--- src/rtl/bdsv_pkg.sv ---
// shared types and constants for the bond database stream validator
`default_nettype none

package bdsv_pkg;

    // walk phases
    typedef enum logic [1:0] {
        PH_HEADER,
        PH_RECHDR,
        PH_BODY
    } phase_t;

    // configuration register indexes
    typedef enum logic [1:0] {
        REG_ADDR_TYPE_MAX,
        REG_KEY_VALID_MASK,
        REG_LTK_KEY_BIT,
        REG_FLAG_VALID_MASK
    } cfg_reg_t;

    localparam int unsigned MAX_ENTRIES = 16;
    localparam int unsigned ENTRY_CNT_W = $clog2(MAX_ENTRIES + 2);
    localparam int unsigned OUT_CNT_W   = 5;

    localparam logic [31:0] CRC_POLY = 32'hEDB88320;
    localparam logic [31:0] CRC_INIT = 32'hFFFFFFFF;

    localparam logic [4:0]  HDR_LAST    = 5'd19;
    localparam logic [7:0]  HDR_VERSION = 8'd1;
    localparam logic [7:0]  HDR_LEN     = 8'd20;
    localparam logic [15:0] ENTRY_BYTES = 16'd92;
    localparam logic [7:0]  KIND_ENTRY  = 8'd1;
    localparam logic [7:0]  LTK_MIN     = 8'd7;
    localparam logic [7:0]  LTK_MAX     = 8'd16;

    // entry body field offsets
    localparam logic [6:0] OFS_ADAPTER_TYPE = 7'd0;
    localparam logic [6:0] OFS_PEER_TYPE    = 7'd7;
    localparam logic [6:0] OFS_KEYS         = 7'd14;
    localparam logic [6:0] OFS_FLAGS        = 7'd15;
    localparam logic [6:0] OFS_LTK_SIZE     = 7'd59;
    localparam logic [6:0] OFS_SAT          = 7'd127;

    // header magic "BTKD"
    localparam logic [7:0] MAGIC [4] = '{8'h42, 8'h54, 8'h4B, 8'h44};

    // entry count as reported, saturated to the output width
    function automatic logic [OUT_CNT_W-1:0] sat_count(input logic [ENTRY_CNT_W-1:0] c);
        logic [31:0] w;
        w = 32'(c);
        if (w > 32'((1 << OUT_CNT_W) - 1))
            return '1;
        return w[OUT_CNT_W-1:0];
    endfunction

endpackage

`default_nettype wire

--- src/rtl/bdsv_crc8.sv ---
// byte-wide reflected crc-32 update
`default_nettype none

module bdsv_crc8
    import bdsv_pkg::*;
(
    input  wire logic [31:0] crc_in,
    input  wire logic [7:0]  data,
    output logic      [31:0] crc_out
);

    // eight bit steps of the reflected polynomial
    always_comb
    begin
        logic [31:0] c;
        c = crc_in ^ {24'd0, data};
        for (int k = 0; k < 8; k++)
        begin
            c = (c >> 1) ^ (c[0] ? CRC_POLY : 32'd0);
        end
        crc_out = c;
    end

endmodule

`default_nettype wire

--- src/rtl/bond_database_stream_validator_core.sv ---
// top level: byte stream checker for bond database images
`default_nettype none

// channel   direction  handshake            payload
// in        input      in_valid/in_ready    data_byte, last_byte
// out       output     out_valid/out_ready  accepted, entry_count, payload_crc
// cfg       input      cfg_we               cfg_index, cfg_data
//
// one byte per cycle unless a last byte stalls: input register, combinational checks and crc, result register
// a transfer marked last yields one result, which passes from the input register to the result register
// bytes without last keep flowing while a result waits; a last byte waits for
// the result register to free up
// reset clears the walk state and loads the register defaults

module bond_database_stream_validator_core
    import bdsv_pkg::*;
(
    input  wire logic        clk,
    input  wire logic        rst_n,

    input  wire logic        in_valid,
    output logic             in_ready,
    input  wire logic [7:0]  data_byte,
    input  wire logic        last_byte,

    output logic             out_valid,
    input  wire logic        out_ready,
    output logic             accepted,
    output logic [4:0]       entry_count,
    output logic [31:0]      payload_crc,

    input  wire logic        cfg_we,
    input  wire logic [1:0]  cfg_index,
    input  wire logic [7:0]  cfg_data
);

    // configuration registers
    logic [7:0] addr_type_max_reg;
    logic [7:0] key_valid_mask_reg;
    logic [7:0] ltk_key_bit_reg;
    logic [7:0] flag_valid_mask_reg;

    // input register
    logic       in_valid_reg;
    logic [7:0] in_byte_reg;
    logic       in_last_reg;

    // walk state
    phase_t                 phase_reg,        phase_next;
    logic [4:0]             byte_offset_reg,  byte_offset_next;
    logic [15:0]            hdr_count_reg,    hdr_count_next;
    logic [31:0]            decl_len_reg,     decl_len_next;
    logic [31:0]            exp_crc_reg,      exp_crc_next;
    logic [31:0]            crc_reg,          crc_next;
    logic [31:0]            seen_reg,         seen_next;
    logic [7:0]             kind_reg,         kind_next;
    logic [15:0]            remain_reg,       remain_next;
    logic [6:0]             entry_ofs_reg,    entry_ofs_next;
    logic [7:0]             held_keys_reg,    held_keys_next;
    logic [ENTRY_CNT_W-1:0] entries_reg,      entries_next;
    logic                   error_reg,        error_next;

    // result register
    logic        out_valid_reg;
    logic        accepted_reg,  accepted_next;
    logic [4:0]  count_reg,     count_next;
    logic [31:0] out_crc_reg,   out_crc_next;

    logic        advance;
    logic [31:0] crc_upd;

    // a byte without last never needs the result register
    assign advance  = in_valid_reg && (!in_last_reg || !out_valid_reg || out_ready);
    assign in_ready = !in_valid_reg || advance;

    assign out_valid   = out_valid_reg;
    assign accepted    = accepted_reg;
    assign entry_count = count_reg;
    assign payload_crc = out_crc_reg;

    bdsv_crc8 u_crc (
        .crc_in  (crc_reg),
        .data    (in_byte_reg),
        .crc_out (crc_upd)
    );

    // configuration writes
    always_ff @(posedge clk or negedge rst_n)
    begin
        if (!rst_n)
        begin
            addr_type_max_reg   <= 8'd1;
            key_valid_mask_reg  <= 8'd15;
            ltk_key_bit_reg     <= 8'd2;
            flag_valid_mask_reg <= 8'd1;
        end
        else if (cfg_we)
        begin
            unique case (cfg_reg_t'(cfg_index))
                REG_ADDR_TYPE_MAX:   addr_type_max_reg   <= cfg_data;
                REG_KEY_VALID_MASK:  key_valid_mask_reg  <= cfg_data;
                REG_LTK_KEY_BIT:     ltk_key_bit_reg     <= cfg_data;
                REG_FLAG_VALID_MASK: flag_valid_mask_reg <= cfg_data;
            endcase
        end
    end

    // input register
    always_ff @(posedge clk or negedge rst_n)
    begin
        if (!rst_n)
        begin
            in_valid_reg <= 1'b0;
        end
        else if (in_ready)
        begin
            in_valid_reg <= in_valid;
        end
    end

    always_ff @(posedge clk)
    begin
        if (in_valid && in_ready)
        begin
            in_byte_reg <= data_byte;
            in_last_reg <= last_byte;
        end
    end

    // per-byte walk, checks and verdict
    always_comb
    begin
        logic [7:0]  b;
        logic [4:0]  o;
        logic [1:0]  ro;
        logic [15:0] rem_dec;

        b = in_byte_reg;
        o = byte_offset_reg;
        ro = byte_offset_reg[1:0];
        rem_dec = remain_reg - 16'd1;

        phase_next       = phase_reg;
        byte_offset_next = byte_offset_reg;
        hdr_count_next   = hdr_count_reg;
        decl_len_next    = decl_len_reg;
        exp_crc_next     = exp_crc_reg;
        crc_next         = crc_reg;
        seen_next        = seen_reg;
        kind_next        = kind_reg;
        remain_next      = remain_reg;
        entry_ofs_next   = entry_ofs_reg;
        held_keys_next   = held_keys_reg;
        entries_next     = entries_reg;
        error_next       = error_reg;

        unique case (phase_reg)
            PH_RECHDR, PH_BODY:
            begin
                crc_next = crc_upd;
                // payload length accounting
                if (seen_reg < decl_len_reg)
                    seen_next = seen_reg + 32'd1;
                else
                    error_next = 1'b1;

                if (phase_reg == PH_RECHDR)
                begin
                    // record header: kind, reserved, le16 length
                    case (ro)
                        2'd0:
                        begin
                            kind_next   = b;
                            remain_next = 16'd0;
                        end
                        2'd1:
                        begin
                            if (b != 8'd0)
                                error_next = 1'b1;
                        end
                        2'd2:    remain_next = {8'd0, b};
                        default: remain_next = {b, remain_reg[7:0]};
                    endcase
                    if (ro != 2'd3)
                    begin
                        byte_offset_next = {3'd0, ro + 2'd1};
                    end
                    else
                    begin
                        byte_offset_next = 5'd0;
                        entry_ofs_next   = 7'd0;
                        held_keys_next   = 8'd0;
                        if (kind_reg == KIND_ENTRY && remain_next != ENTRY_BYTES)
                            error_next = 1'b1;
                        phase_next = (remain_next == 16'd0) ? PH_RECHDR : PH_BODY;
                    end
                end
                else
                begin
                    // entry field checks
                    if (kind_reg == KIND_ENTRY)
                    begin
                        if (entry_ofs_reg == OFS_ADAPTER_TYPE || entry_ofs_reg == OFS_PEER_TYPE)
                        begin
                            if (b > addr_type_max_reg)
                                error_next = 1'b1;
                        end
                        else if (entry_ofs_reg == OFS_KEYS)
                        begin
                            held_keys_next = b;
                            if ((b & ~key_valid_mask_reg) != 8'd0)
                                error_next = 1'b1;
                        end
                        else if (entry_ofs_reg == OFS_FLAGS)
                        begin
                            if ((b & ~flag_valid_mask_reg) != 8'd0)
                                error_next = 1'b1;
                        end
                        else if (entry_ofs_reg == OFS_LTK_SIZE)
                        begin
                            if ((held_keys_reg & ltk_key_bit_reg) != 8'd0
                                && (b < LTK_MIN || b > LTK_MAX))
                                error_next = 1'b1;
                        end
                        if (entry_ofs_reg != OFS_SAT)
                            entry_ofs_next = entry_ofs_reg + 7'd1;
                    end
                    remain_next = rem_dec;
                    // end of record body
                    if (rem_dec == 16'd0)
                    begin
                        if (kind_reg == KIND_ENTRY)
                        begin
                            if (32'(entries_reg) <= MAX_ENTRIES)
                                entries_next = entries_reg + 1'b1;
                            if (32'(entries_next) > MAX_ENTRIES)
                                error_next = 1'b1;
                        end
                        phase_next       = PH_RECHDR;
                        byte_offset_next = 5'd0;
                    end
                end
            end
            default:
            begin
                // fixed 20-byte header
                if (o < 5'd4)
                begin
                    if (b != MAGIC[o[1:0]])
                        error_next = 1'b1;
                end
                else if (o == 5'd4)
                begin
                    if (b != HDR_VERSION)
                        error_next = 1'b1;
                end
                else if (o == 5'd6)
                begin
                    if (b != HDR_LEN)
                        error_next = 1'b1;
                end
                else if (o == 5'd5 || o == 5'd7 || o == 5'd10 || o == 5'd11)
                begin
                    if (b != 8'd0)
                        error_next = 1'b1;
                end
                else if (o == 5'd8)
                begin
                    hdr_count_next[7:0] = hdr_count_reg[7:0] | b;
                end
                else if (o == 5'd9)
                begin
                    hdr_count_next[15:8] = hdr_count_reg[15:8] | b;
                    if (32'(hdr_count_next) > MAX_ENTRIES)
                        error_next = 1'b1;
                end
                else if (o >= 5'd12 && o < 5'd16)
                begin
                    decl_len_next = decl_len_reg | ({24'd0, b} << {o[1:0], 3'b000});
                end
                else if (o >= 5'd16 && o < 5'd20)
                begin
                    exp_crc_next = exp_crc_reg | ({24'd0, b} << {o[1:0], 3'b000});
                end
                if (o >= HDR_LAST)
                begin
                    phase_next       = PH_RECHDR;
                    byte_offset_next = 5'd0;
                end
                else
                begin
                    byte_offset_next = o + 5'd1;
                end
            end
        endcase

        // verdict from the updated state
        accepted_next = !error_next && phase_next == PH_RECHDR && byte_offset_next == 5'd0
                        && seen_next == decl_len_next && ~crc_next == exp_crc_next
                        && 16'(entries_next) == hdr_count_next;
        count_next   = sat_count(entries_next);
        out_crc_next = ~crc_next;
    end

    // walk state register, cleared after each image
    always_ff @(posedge clk or negedge rst_n)
    begin
        if (!rst_n)
        begin
            phase_reg       <= PH_HEADER;
            byte_offset_reg <= 5'd0;
            hdr_count_reg   <= 16'd0;
            decl_len_reg    <= 32'd0;
            exp_crc_reg     <= 32'd0;
            crc_reg         <= CRC_INIT;
            seen_reg        <= 32'd0;
            kind_reg        <= 8'd0;
            remain_reg      <= 16'd0;
            entry_ofs_reg   <= 7'd0;
            held_keys_reg   <= 8'd0;
            entries_reg     <= '0;
            error_reg       <= 1'b0;
        end
        else if (advance)
        begin
            if (in_last_reg)
            begin
                phase_reg       <= PH_HEADER;
                byte_offset_reg <= 5'd0;
                hdr_count_reg   <= 16'd0;
                decl_len_reg    <= 32'd0;
                exp_crc_reg     <= 32'd0;
                crc_reg         <= CRC_INIT;
                seen_reg        <= 32'd0;
                kind_reg        <= 8'd0;
                remain_reg      <= 16'd0;
                entry_ofs_reg   <= 7'd0;
                held_keys_reg   <= 8'd0;
                entries_reg     <= '0;
                error_reg       <= 1'b0;
            end
            else
            begin
                phase_reg       <= phase_next;
                byte_offset_reg <= byte_offset_next;
                hdr_count_reg   <= hdr_count_next;
                decl_len_reg    <= decl_len_next;
                exp_crc_reg     <= exp_crc_next;
                crc_reg         <= crc_next;
                seen_reg        <= seen_next;
                kind_reg        <= kind_next;
                remain_reg      <= remain_next;
                entry_ofs_reg   <= entry_ofs_next;
                held_keys_reg   <= held_keys_next;
                entries_reg     <= entries_next;
                error_reg       <= error_next;
            end
        end
    end

    // result register
    always_ff @(posedge clk or negedge rst_n)
    begin
        if (!rst_n)
        begin
            out_valid_reg <= 1'b0;
        end
        else if (advance && in_last_reg)
        begin
            out_valid_reg <= 1'b1;
        end
        else if (out_ready)
        begin
            out_valid_reg <= 1'b0;
        end
    end

    always_ff @(posedge clk)
    begin
        if (advance && in_last_reg)
        begin
            accepted_reg <= accepted_next;
            count_reg    <= count_next;
            out_crc_reg  <= out_crc_next;
        end
    end

endmodule

`default_nettype wire
--- config.mk ---
export PLATFORM = sky130hd
export DESIGN_NAME = bond_database_stream_validator_core
export DESIGN_NICKNAME = d
export VERILOG_FILES = /design/src/rtl/bdsv_pkg.sv /design/src/rtl/bdsv_crc8.sv /design/src/rtl/bond_database_stream_validator_core.sv
export SDC_FILE = /design/constraint.sdc
export NUM_CORES = 1
export LEC_CHECK = 0
export ABC_AREA = 1
export BUFFER_PORTS_ARGS = -buffer_cell sky130_fd_sc_hd__buf_2
export CORE_MARGIN = 2
export CORE_UTILIZATION = 50
export DETAILED_ROUTE_END_ITERATION = 10
export PLACE_DENSITY = 0.69
export RECOVER_POWER = 25
export SLEW_MARGIN = 20
export SYNTH_ARGS = -nofsm -noshare
export SYNTH_HDL_FRONTEND = slang
export SYNTH_HIERARCHICAL = 1
export SYNTH_SLANG_ARGS = --single-unit
--- constraint.sdc ---
create_clock -name clk -period 4.35 [get_ports clk]
set_input_delay 0.2175 -clock clk [delete_from_list [all_inputs] [get_ports clk]]
set_output_delay 0.2175 -clock clk [all_outputs]
set_load 0.1 [all_outputs]
Yosys cells after proc, flatten, opt, wreduce, memory -nomap -nowiden
Index checks and enable logic that the tools add are counted.
{"block": "totals", "regBits": 277, "out_inout_bits": 40, "word_cells": 270}
{"block": "op_classes", "n_addsub": 6, "magnitude_cmp": 14, "n_eq_ne": 32, "n_shift": 1, "mux": 123, "bitwise_logic": 20, "reduce_logical": 50}
{"operator": "32-bit 2-to-1 mux", "n": 32}
{"operator": "31-bit by 32-bit bitwise XOR with 32-bit output", "n": 8}
{"operator": "16-bit 2-to-1 mux", "n": 11}
{"operator": "8-bit 2-to-1 mux", "n": 16}
{"operator": "5-bit 2-to-1 mux", "n": 15}
{"operator": "32-bit equality test", "n": 2}
{"operator": "32-bit OR", "n": 2}
{"operator": "16-bit case mux with 3 select lines", "n": 1}
{"operator": "7-bit 2-to-1 mux", "n": 6}
{"operator": "1-bit 2-to-1 mux", "n": 33}
{"operator": "32-bit by 1-bit adder with 32-bit output (second input constant)", "n": 1}
{"operator": "16-bit logical NOT", "n": 2}
{"operator": "32-bit less-than comparator", "n": 1}
{"operator": "32-bit inverter", "n": 1}
{"operator": "8-bit nonzero test", "n": 4}
{"operator": "8-bit by 5-bit << shifter with 32-bit output", "n": 1}
{"operator": "32-bit by 8-bit bitwise XOR with 32-bit output", "n": 1}
{"operator": "8-bit bitwise AND", "n": 3}
{"operator": "5-bit by 3-bit equality test with 1-bit output (second input constant)", "n": 4}
{"operator": "5-bit by 4-bit equality test with 1-bit output (second input constant)", "n": 4}
{"operator": "8-bit binary-select mux with 2-bit select", "n": 1}
{"operator": "5-bit by 16-bit equality test with 1-bit output", "n": 1}
{"operator": "16-bit by 5-bit > comparator with 1-bit output (second input constant)", "n": 1}
{"operator": "2-bit 2-to-1 mux", "n": 8}
{"operator": "43 further kinds", "n": 87}

Depth between registers and ports, before layout
{"block": "logic_depth", "word_depth": 22, "depth_mapped": 24}

By module
The synthesis kept the hierarchy.
{"module": "bond_database_stream_validator_core", "n_inst": 1, "cells_each": 2273, "area_per_inst_um2": 17093.9, "seq_area_each_um2": 7215.7}
{"module": "bdsv_crc8", "n_inst": 1, "cells_each": 221, "area_per_inst_um2": 1263.7, "seq_area_each_um2": 0.0}

Least setup slack after synthesis
No wires, ideal clock.
{"block": "synth_timing", "kind": "flip-flop to flip-flop", "start": "reg out_valid_reg, in the netlist out_valid", "end": "reg accepted_reg, in the netlist accepted, enable pin", "arrival_ns": 2.586, "required_time_ns": 3.932, "path_slack_ns": 1.346, "stages_incl_launch_ff": 7, "path_buffers": 1, "synth_period_minus_slack_ns": 3.004, "cell_sequence": "dfrtp_1 inv_1 o31ai_4 inv_2 nand2_1 inv_1 clkbuf_1"}
{"block": "synth_between", "elab_chain_len": 5}
{"item": "start: declaration", "line_no": "bond_database_stream_validator_core.sv:64", "rtl": "logic out_valid_reg;"}
{"item": "start signal: assignment", "line_no": "bond_database_stream_validator_core.sv:366", "rtl": "out_valid_reg <= 1'b0;"}
{"item": "start signal: assignment", "line_no": "bond_database_stream_validator_core.sv:370", "rtl": "out_valid_reg <= 1'b1;"}
{"item": "start signal: assignment", "line_no": "bond_database_stream_validator_core.sv:374", "rtl": "out_valid_reg <= 1'b0;"}
{"item": "1-bit logical NOT", "line_no": "bond_database_stream_validator_core.sv:73", "rtl": "assign advance = in_valid_reg && (!in_last_reg || !out_valid_reg || out_ready);"}
{"item": "1-bit logical OR (2 in series)", "line_no": "bond_database_stream_validator_core.sv:73"}
{"item": "1-bit logical AND", "line_no": "bond_database_stream_validator_core.sv:73"}
{"item": "1-bit logical AND", "line_no": "bond_database_stream_validator_core.sv:380", "rtl": "if (advance && in_last_reg)"}
{"item": "end signal: assignment", "line_no": "bond_database_stream_validator_core.sv:382", "rtl": "accepted_reg <= accepted_next;"}
{"item": "end: declaration", "line_no": "bond_database_stream_validator_core.sv:65", "rtl": "logic accepted_reg, accepted_next;"}
No other way between the ends.
A chain may end at the register's enable or synchronous reset.

Final worst setup path
{"block": "layout_timing", "start": "reg in_byte_reg[4]", "end": "reg accepted_reg, in the netlist accepted, data pin"}
{"block": "layout_between", "word_cells_on_any_way": 105, "classes_between": "order compare: 4; eq/ne: 8; shift: 1; mux: 63; bitwise: 16; reduce/logical: 13"}
{"item": "start: declaration", "line_no": "bond_database_stream_validator_core.sv:45", "rtl": "logic [7:0] in_byte_reg;"}
{"item": "start signal: assignment", "line_no": "bond_database_stream_validator_core.sv:125", "rtl": "in_byte_reg <= data_byte;"}
{"item": "32-bit by 8-bit bitwise XOR with 32-bit output", "line_no": "bdsv_crc8.sv:16", "rtl": "c = crc_in ^ {24'd0, data};"}
{"item": "31-bit by 32-bit bitwise XOR with 32-bit output (4 in series)", "line_no": "bdsv_crc8.sv:19", "rtl": "c = (c >> 1) ^ (c[0] ? CRC_POLY : 32'd0);"}
{"item": "32-bit 2-to-1 mux", "line_no": "bdsv_crc8.sv:19"}
{"item": "31-bit by 32-bit bitwise XOR with 32-bit output (4 in series)", "line_no": "bdsv_crc8.sv:19"}
{"item": "via crc_upd[24]", "line_no": "bond_database_stream_validator_core.sv:70", "rtl": "logic [31:0] crc_upd;"}
{"item": "32-bit 2-to-1 mux", "line_no": "bond_database_stream_validator_core.sv:157", "rtl": "unique case (phase_reg)"}
{"item": "32-bit inverter"}
{"item": "via out_crc_next[24]", "line_no": "bond_database_stream_validator_core.sv:67", "rtl": "logic [31:0] out_crc_reg, out_crc_next;"}
{"item": "32-bit equality test", "line_no": "bond_database_stream_validator_core.sv:299", "rtl": "&& seen_next == decl_len_next && ~crc_next == exp_crc_next"}
{"item": "1-bit logical AND", "line_no": "bond_database_stream_validator_core.sv:299"}
{"item": "1-bit logical AND", "line_no": "bond_database_stream_validator_core.sv:300", "rtl": "&& 16'(entries_next) == hdr_count_next;"}
{"item": "via accepted_next", "line_no": "bond_database_stream_validator_core.sv:65"}
The timed path passes the listed nets, and every way through them passes these cells. The select of a mux whose other input is x is not followed.

==> qor.csv <==
metric,value,unit
status,"complete, but fails checks",
violations,"capacitance limit, slew limit",
die_w,196,um
ys_types,64,
cts_root_buf,clkbuf_16,
slew_viol_final,48,
drive_above_1_share,10.6,%
ys.flop_type,dfrtp_1,
hold_viol_final,0,
vias,17800,
fin_area,20500,um2
crit_path_start_kind,flop,
rows,70,
avgViaCountPerCell,5.83,
async_flop_share,83.0,%
synthCells,2494,
multi_input_area,9580,um2
timing.final.ws_setup,0.709,ns
htree_levels,2,
finalSetupTns,0,ns
port-buffer-count,63,
synth_area_leaders,"dfrtp_1 (26%), nand2_1 (14%), edfxtp_1 (7.7%)",
grt_pass1_vias,16800,
placeableCoreArea,36300,um2
tightest_slew,2.84,ns
drt-initial-drc-count,1714,
grt_pass1_wl,93700,um
yosys.area.top_type,dfrtp_1,
clock.fmax,275,MHz
seq_area,7220,um2
grt_max_degree,132,
worstSetupEndpointType,flop,
ir_worst_vdd,0.725,mV
gp_congestion,0.984,
ys_seq_area_share,39.3,%
place_area,19200,um2
post-place-ws,0.870,ns
setup_violations,0,
start_util,50.5,%
firstDrtPassIters,5,
instances_no_fill,3051,
grt-ovfl-total,0,
numCtsBuffers,34,
grt_usage,31.3,%
cts_tree,built,
max_slew_margin,-89.5,%
syn2layout_area_growth,11.8,%
fillers,3396,
required,4.73,ns
netlist_area,18400,um2
yosys-top-cells-count,"nand2_1 (664), inv_1 (309), nor2_1 (240)",
dp_hpwl,42500,um
cts.clk_slew.worst_paths,0.06,ns
period_share,83.7,%
p_leak,9.99,nW
fin_nets,2641,
crit_type,flop to flop,
final.min_clock_period,3.64,ns
syn_area_per_cell,7.36,um2
cap_violations,1,
power_density,648,nW/um2
cts.sinks,277,
die_h,196,um
wl,59600,um
wl_per_cell,19.5,um
crit_fanout,10,
critPathArrivalTime,4.02,ns
clk_path_buf_depth,3,
post-synth-top-count-cell,nand2_1,
synth_edf_count,47,
ys_seq_elements,277,
cts_setup_buffers,0,
finalClockSkew,0.0238,ns
num_io_pins,64,
hold_ws,0.0120,ns
hold_class,primary input to flop,
syn-num-nets,2576,
die_area,38300,um2
synth.top_cell.area_share,26.0,%
insertion_delay,0.55,ns
ant_nets,0,
synth_warnings,6,
antenna_found_initial,0,
dpl.cell_count,2976,
rsz0062_at_grt,false,
antenna-diode-count,0,
drc,0,
area by class of cell:
type | count | share of cell area (%)
Multi-Input combinational cell | 1810 | 46.7
Timing Repair Buffer | 111 | 3.57
Clock inverter | 8 | 0.732
Sequential cell | 277 | 35.2
Inverter | 325 | 5.95
Clock buffer | 52 | 5.02
Tap cell | 468 | 2.85
timing repair:
action                    4_1_cts  5_1_grt
hold endpoints to repair       60        0
gates resized for setup         0        0
hold buffers                   15        0
placed cells by master, fill, tap and decap left out, drive strengths merged, types with 23 or more instances in the layout:
master and n:
a211oi 39, a21oi 72, a22oi 34, a31oi 41, buf 90, clkbuf 58, dfrtp 191, dfstp 39
edfxtp 47, ha 58, inv 322, nand2 705, nand3 167, nand4 23, nor2 252, nor3 26
o21ai 189, o22ai 50, xor2 70
layer usage:
metal,wire [um],up-vias,global-route usage [%]
met2,26200,879,48.1
met1,25500,8431,44.0
met4,2540,0,13.4
li1,-,8318,-
met5,0,-,0
met3,5280,157,4.68
cells by family (layout without fill, tap and decap cells):
| family | after synthesis | in the layout | share of synthesized area (%) |
|---|---|---|---|
| compound gates | 450 | 450 | 14.4 |
| simple gates | 1213 | 1213 | 28.9 |
| fa+ha+maj | 58 | 58 | 3.95 |
| buf+inv | 407 | 496 | 8.60 |
| xor+xnor | 89 | 89 | 4.89 |
| flops | 277 | 277 | 39.3 |
per-stage QoR:
| stage | total power, mW | utilization, % |
|---|---|---|
| after global placement | 10.0 | 52.8 |
| after global routing | 14.2 | 56.4 |
| after detailed placement | 10.1 | 52.8 |
| after CTS | 13.2 | 56.5 |
| after floorplan | 8.21 | - |
| final | 13.3 | 56.4 |
worst max-delay path: stages (launching register included):
cell and delay [ns]:
edfxtp_1 0.77, inv_1 0.13, nand2_1 0.08, nand2_1 0.11, xnor2_1 0.36, nand2_1 0.13, nand3_1 0.10, nand2_1 0.05
o21ai_0 0.48, o21ai_0 0.18, nor2_1 0.12, nand3_1 0.09, nor2_1 0.09, nand2_1 0.05, nor3_1 0.27, nand3_1 0.14
nor2_1 0.11, nand3_1 0.09, nor3_2 0.11
power by group:
| group | switching [mW] | internal (mW) |
|---|---|---|
| sequential | 0.406 | 3.14 |
| combinational | 4.75 | 1.96 |
| clock | 1.16 | 1.87 |
| total | 6.32 | 6.97 |
final timing paths:
check	start	to	slack, ns	depth (start not counted)
setup / recovery	in_byte_reg[4]$_DFFE_PP_	accepted$_DFFE_PP_	0.71	18
max in group asynchronous	rst_n	seen_reg[7]$_DFFE_PN0P_	1.25	3
setup reg to reg	in_byte_reg[4]$_DFFE_PP_	accepted$_DFFE_PP_	0.71	18
min in group asynchronous	rst_n	ltk_key_bit_reg[6]$_DFFE_PN0P_	1.14	2
hold reg to reg	addr_type_max_reg[7]$_DFFE_PN0P_	addr_type_max_reg[7]$_DFFE_PN0P_	0.49	2
hold / removal	cfg_data[4]	key_valid_mask_reg[4]$_DFFE_PN0P_	0.01	3
(Power assumes the default switching activity.)
